[config.mk]
export PLATFORM = sky130hd
export DESIGN_NAME = pdba_alloc
export DESIGN_NICKNAME = d
export VERILOG_FILES = /design/src/sv/pdba_pkg.sv /design/src/sv/pdba_alloc.sv
export SDC_FILE = /design/constraint.sdc
export NUM_CORES = 1
export LEC_CHECK = 0
export ABC_AREA = 1
export BUFFER_PORTS_ARGS = -buffer_cell sky130_fd_sc_hd__buf_2
export CELL_PAD_IN_SITES_DETAIL_PLACEMENT = 0
export CELL_PAD_IN_SITES_GLOBAL_PLACEMENT = 1
export CORE_MARGIN = 2
export CORE_UTILIZATION = 45
export CTS_CLUSTER_SIZE = 12
export DETAILED_ROUTE_END_ITERATION = 8
export HOLD_SLACK_MARGIN = 0.15
export PLACE_DENSITY_LB_ADDON = 0.1
export SLEW_MARGIN = 10
export SYNTH_ARGS = -nofsm -noshare
export SYNTH_HDL_FRONTEND = slang
export SYNTH_SLANG_ARGS = --single-unit
[constraint.sdc]
create_clock -name clk -period 5.1 [get_ports clk]
set_input_delay 0.51 -clock clk [delete_from_list [all_inputs] [get_ports clk]]
set_output_delay 0.51 -clock clk [all_outputs]
set_load 0.005 [all_outputs]
[src/sv/pdba_pkg.sv]
`timescale 1ns / 1ps
// ----------------------------------------------------------------------------
// pdba_pkg
// shared widths, register codes, reset values and the close request struct
// ----------------------------------------------------------------------------
package pdba_pkg;

    // default sizes of the palette store
    localparam int MAX_IMAGES_DEF    = 32;
    localparam int PALETTE_WORDS_DEF = 16;

    // fixed field widths
    localparam int COLOR_W     = 16;
    localparam int WORD_IDX_W  = 4;
    localparam int BANK_W      = 4;
    localparam int BANK_CNT_W  = 5;
    localparam int IMG_NUM_W   = 8;
    localparam int IDX_EXT_W   = 9;

    // configuration port
    localparam int CFG_ADDR_W = 2;
    localparam int CFG_DATA_W = 5;

    localparam logic [CFG_ADDR_W-1:0] REG_FIRST_BANK    = 2'd0;
    localparam logic [CFG_ADDR_W-1:0] REG_BANK_COUNT    = 2'd1;
    localparam logic [CFG_ADDR_W-1:0] REG_FALLBACK_BANK = 2'd2;

    localparam logic [BANK_W-1:0]     FIRST_BANK_RST    = 4'd4;
    localparam logic [BANK_CNT_W-1:0] BANK_COUNT_RST    = 5'd12;
    localparam logic [BANK_W-1:0]     FALLBACK_BANK_RST = 4'd1;

    localparam logic [IMG_NUM_W-1:0]  IMG_NUM_MAX = 8'hFF;

    // handed from the scan sequencer to the allocator in the finish cycle
    typedef struct packed {
        logic              fire;
        logic              found;
        logic [BANK_W-1:0] match_bank;
        logic              store_full;
    } close_req_t;

endpackage

[src/sv/pdba_alloc.sv]
`timescale 1ns / 1ps
// ----------------------------------------------------------------------------
// pdba_alloc
// bank allocator: config registers, bank and image counters, result register
// ----------------------------------------------------------------------------
module pdba_alloc (
    input  logic                                clk,
    input  logic                                rst_n,
    input  logic                                cfg_write,
    input  logic [pdba_pkg::CFG_ADDR_W-1:0]     cfg_addr,
    input  logic [pdba_pkg::CFG_DATA_W-1:0]     cfg_wdata,
    input  pdba_pkg::close_req_t                close,
    output logic [pdba_pkg::BANK_W-1:0]         grant_bank,
    output logic                                done,
    output logic [pdba_pkg::IMG_NUM_W-1:0]      image_number,
    output logic [pdba_pkg::BANK_W-1:0]         bank,
    output logic                                newly_assigned,
    output logic                                fell_back,
    output logic                                not_stored
);

    logic [pdba_pkg::BANK_W-1:0]     first_bank_reg;
    logic [pdba_pkg::BANK_CNT_W-1:0] bank_count_reg;
    logic [pdba_pkg::BANK_W-1:0]     fallback_bank_reg;
    logic [pdba_pkg::BANK_CNT_W-1:0] banks_used_reg, banks_used_next;
    logic [pdba_pkg::IMG_NUM_W-1:0]  images_seen_reg, images_seen_next;

    logic                            done_reg;
    logic [pdba_pkg::IMG_NUM_W-1:0]  image_number_reg;
    logic [pdba_pkg::BANK_W-1:0]     bank_reg;
    logic                            fresh_reg, fresh_next;
    logic                            fell_reg, fell_next;
    logic                            dropped_reg;

    always_ff @(posedge clk or negedge rst_n)
    begin
        if (!rst_n)
        begin
            first_bank_reg    <= pdba_pkg::FIRST_BANK_RST;
            bank_count_reg    <= pdba_pkg::BANK_COUNT_RST;
            fallback_bank_reg <= pdba_pkg::FALLBACK_BANK_RST;
        end
        else if (cfg_write)
        begin
            unique case (cfg_addr)
                pdba_pkg::REG_FIRST_BANK:
                    first_bank_reg <= cfg_wdata[pdba_pkg::BANK_W-1:0];
                pdba_pkg::REG_BANK_COUNT:
                    bank_count_reg <= cfg_wdata;
                pdba_pkg::REG_FALLBACK_BANK:
                    fallback_bank_reg <= cfg_wdata[pdba_pkg::BANK_W-1:0];
                default:
                begin
                end
            endcase
        end
    end

    // bank decision and image count for the closing image
    always_comb
    begin
        grant_bank      = close.match_bank;
        fresh_next      = 1'b0;
        fell_next       = 1'b0;
        banks_used_next = banks_used_reg;
        if (!close.found)
        begin
            if (banks_used_reg >= bank_count_reg)
            begin
                grant_bank = fallback_bank_reg;
                fell_next  = 1'b1;
            end
            else
            begin
                grant_bank      = first_bank_reg + banks_used_reg[pdba_pkg::BANK_W-1:0];
                banks_used_next = banks_used_reg + 1'b1;
                fresh_next      = 1'b1;
            end
        end
        images_seen_next = images_seen_reg;
        if (images_seen_reg != pdba_pkg::IMG_NUM_MAX)
        begin
            images_seen_next = images_seen_reg + 1'b1;
        end
    end

    always_ff @(posedge clk or negedge rst_n)
    begin
        if (!rst_n)
        begin
            banks_used_reg  <= '0;
            images_seen_reg <= '0;
            done_reg        <= 1'b0;
        end
        else
        begin
            done_reg <= close.fire;
            if (close.fire)
            begin
                banks_used_reg  <= banks_used_next;
                images_seen_reg <= images_seen_next;
            end
        end
    end

    always_ff @(posedge clk)
    begin
        if (close.fire)
        begin
            image_number_reg <= images_seen_reg;
            bank_reg         <= grant_bank;
            fresh_reg        <= fresh_next;
            fell_reg         <= fell_next;
            dropped_reg      <= close.store_full;
        end
    end

    assign done           = done_reg;
    assign image_number   = image_number_reg;
    assign bank           = bank_reg;
    assign newly_assigned = fresh_reg;
    assign fell_back      = fell_reg;
    assign not_stored     = dropped_reg;

endmodule

* Yosys cells after proc, flatten, opt, wreduce, memory -nomap -nowiden *
Cells that the tools add are included.

operators by class
  add/sub/neg operators = 3
  order comparisons = 1
  equal/unequal tests = 3
  multiplexer cells = 4
  bitwise logic cells = 2
  reductions and logical operators = 6

operators by type and width
  operator                                                               number
  8-bit by 1-bit adder with 8-bit output, second input constant          1
  4-bit 2-to-1 mux                                                       2
  8-bit != test, second input constant                                   1
  2-bit AND reduction                                                    4
  5-bit by 1-bit adder with 5-bit output, second input constant          1
  5-bit greater-or-equal comparator                                      1
  4-bit adder                                                            1
  3-bit AND reduction                                                    1
  2-bit by 1-bit equality test with 1-bit output, second input constant  1
  2-bit equality test, second input constant                             1
  2-bit logical NOT                                                      1
  1-bit 2-to-1 mux                                                       2
  1-bit NOT                                                              2

word-level totals
  flip-flop bits (word level) = 42
  logic and storage cells = 30

* Depth between registers and ports, before layout *
  depth after elaboration = 3
  mapped depth = 10
  depth with buffers taken out = 10

* Worst setup path before layout *
Ideal clock, no wire load.

  path kind = flip-flop to output port
  start point = register bank_count_reg[3] in the netlist's numbering
  end point = output port grant_bank[3] in the netlist's numbering
  arrival = 1478 ps
  setup slack = 3112 ps
  cell stages (with the launch flop) = 11
  cell sequence = dfstp_2 -> inv_1 -> ha_1 -> nand2_1 -> inv_1 -> nand2_1 -> nand2_1 -> nor2_1 -> buf_4 -> nand3_1 -> nand3_1

between the ends
  cells in the longest elaborated chain, start to end = 3

RTL lines
  what                               RTL line          RTL
  start, declared                    pdba_alloc.sv:23  logic [pdba_pkg::BANK_CNT_W-1:0] bank_count_reg;
  start signal, assigned             pdba_alloc.sv:40  bank_count_reg <= pdba_pkg::BANK_COUNT_RST;
  start signal, assigned             pdba_alloc.sv:49  bank_count_reg <= cfg_wdata;
  5-bit greater-or-equal comparator  pdba_alloc.sv:68  if (banks_used_reg >= bank_count_reg)
  4-bit 2-to-1 mux                   pdba_alloc.sv:68
  4-bit 2-to-1 mux                   pdba_alloc.sv:66  if (!close.found)
  end, declared                      pdba_alloc.sv:13  output logic [pdba_pkg::BANK_W-1:0] grant_bank,

No other way between the ends.

* Worst setup path after layout *
  start point = register bank_count_reg[2] in the netlist's numbering
  end point = output port grant_bank[0] in the netlist's numbering

Same word-level chain as after synthesis.

==> reports/qor.yml <==
relSlewSlack: 0.5695
start_util: 0.4680
worstSetupEndpointType: "primary output"
switching_power_uw: 372.3
path_clk_slew_ps: 80
placedCellCount: 308
slew_viol_final: 0
final_util: 0.5388
grt-ovfl-total: 0
rsz0062_at_grt: "false"
final_cells: 316
postCtsSetupBuffers: 0
antenna_left: 0
cellLeakagePower_nw: 1.200
hp-class: "in -> async"
cts_buffers: 5
insertion_delay_ps: 290
detail_route.iter0.violations: 117
crit_type: "reg -> out"
io_buffers: 36
ys.warnings.count: 0
syn-num-nets: 251
clockBufferDepth: 2
drc: 0
core_region_area_mm2: 0.004384
power_frac_clock: 0.199
n_fill_cell: 416
crit_chain: "inv_1 > ha_1 > nand2_1 > nand2_1 > nand2_1 > nand2_1 > nor2_1 > nand3_1 > nand3_1 > buf_2"
vias: 1534
min_period_ps: 2830
start_kind: "flip-flop"
synth.distinct_cells: 21
p_int_uw: 674.4
p_comb_frac: 0.312
cpMostUsedCell: "nand2_1"
crit_slowest_cell: "dfstp_2"
irDropWorstVdd_mv: 0.2219
cts_tree: "built"
p_seq_frac: 0.489
clkSinkCount: 42
setup_viol_count_final: 0
grt_pass1_wl_mm: 6.803
row_count: 24
post_drt_wl_per_cell_um: 12.21
clock_skew_ps: 9.067
p_sw_frac: 0.3556
grt_usage: 0.1695
grt_start_max_net_pins: 28
synth.top_cell.area_share: 0.2805
hold_buffers: 0
hpwlAfterDp_mm: 2.865
antenna_cells: 0
ioPinCount: 37
synthTopCellsByArea: "dfrtp_1 (28%), edfxtp_1 (22%), nand2_1 (12%), nand3_1 (6.3%), ha_1 (6.1%)"
period_share: 0.5548
chipWidth_um: 71.53
max_stage_delay_ps: 530
grt_pass1_vias: 1439
timing.hold.ws_ps: 225.6
finalHoldViolCount: 0
cts-root-buf: "clkbuf_8"
syn_area_mm2: 0.002052
fmax_ghz: 0.3534
avgSynthCellArea_um2: 9.202
synthToLayoutAreaGrowth_pct: 15.12
routed_wl_mm: 3.859
cts-resized-gates: 0
status: "finished clean"
yosys.area.top_type: "dfrtp_1"
vias_per_cell: 4.854
die_area_mm2: 0.005116
htreeDepth: 2
cp_data_arrival_time_ps: 2320
synth_cells: 223
antenna_found_initial: 0
gp_congestion: 0.7714
power_density_mw_per_mm2: 443.1
setup_tns_ps: 0
drv_cap: 0
synth-seq-area-share: 0.5512
drive_above_1_share: 0.1932
tightest_slew_ps: 643.4
dieHeight_um: 71.53
dr.pass1.iters: 4
fin_nets: 291
critPathRequiredTime_ps: 4590
ys_ff_latch: 42
crit_path_max_fanout: 11
-- per-stage QoR --
| step | power, mW | cell area, um^2 | worst slack (ps) |
|---|---|---|---|
| 2_1_floorplan | 0.7392 | 2052 | 3112 |
| 3_3_place_gp | 0.8444 | 2277 | 2638 |
| 3_5_place_dp | 0.8491 | 2277 | 2585 |
| 4_1_cts | 1.061 | 2362 | 2268 |
| 5_1_grt | 1.143 | 2362 | 2020 |
| 6_report | 1.047 | 2362 | 2270 |
-- layer usage --
metal / share of wire / global-route usage / vias to the layer above
li1: - / - / 806
met3: 0.062 / 0.04782 / 7
met1: 0.53 / 0.2548 / 678
met4: 0.011 / 0.04403 / 0
met5: 0 / 0 / -
met2: 0.40 / 0.2418 / 43
-- cells in the final DEF (no fill, tap or decap), types with 2 or more instances in the layout --
master,count
nand2_1,67
buf_2,36
inv_1,29
nand3_1,26
dfrtp_1,23
edfxtp_1,15
o21ai_0,14
ha_1,10
nor2_1,8
nand4_1,7
clkbuf_8,5
xnor2_1,4
dfstp_2,4
a21oi_1,3
xor2_1,3
nand2_2,2
-- power groups by stage --
stage          Combinational [mW]  Sequential (mW)  Clock [mW]
2_1_floorplan               0.238            0.501           0
3_3_place_gp                0.326            0.518           0
3_5_place_dp                0.330            0.519           0
4_1_cts                     0.332            0.513       0.216
5_1_grt                     0.387            0.528       0.228
6_report                    0.327            0.512       0.208
-- cell type report --
class	instances	area (um^2)	share of cell area
inverter	30	112.6	0.04767
clock inverter	2	12.51	0.005297
multi-input combinational	148	788.3	0.3337
sequential	42	1131	0.4788
clock buffer	6	72.57	0.03072
timing repair buffer	36	180.2	0.07627
tap	52	65.06	0.02754
-- worst paths after layout --
kind,startpoint,endpoint,slack [ps],cells after the start
max,bank_count_reg[2],grant_bank[0],2270,10
min,rst_n,fallback_bank_reg[1],230,1
max reg2reg,bank_count_reg[2],banks_used_reg[2],2860,10
min reg2reg,bank_count_reg[1],bank_count_reg[1],500,2
max in group asynchronous,rst_n,images_seen_reg[6],4480,1
min in group clk,close[0],not_stored,390,1
-- critical path, delay by kind of cell (launching register included) --
kind	cells	cell delay [ps]
AND/OR/NAND/NOR	7	1030
flip-flops	1	530
adder cells (fa/ha/maj)	1	320
buffers and inverters	2	170
-- synthesized netlist by cell type (all sizes together) --
| library cell | number |
|---|---|
| nand4 | 7 |
| inv | 30 |
| dfrtp | 23 |
| xnor2 | 4 |
| xor2 | 3 |
| nand2 | 70 |
| edfxtp | 15 |
| buf | 3 |
| nor2 | 8 |
| nor3 | 1 |
| ha | 10 |
| a21oi | 3 |
| fa | 1 |
| o21ai | 14 |
| nand3 | 26 |
| nand3b | 1 |
| dfstp | 4 |
-- kinds of logic after synthesis --
family | after synthesis | synth area share
DFF | 42 | 0.5512
adders and majority gates | 11 | 0.07073
buffers and inverters | 33 | 0.06463
AOI/OAI and AO/OA | 17 | 0.04146
xor gates and xnor gates | 7 | 0.02988
and+or+nand+nor | 113 | 0.2421
No activity file was read; power rests on OpenSTA's default activity.
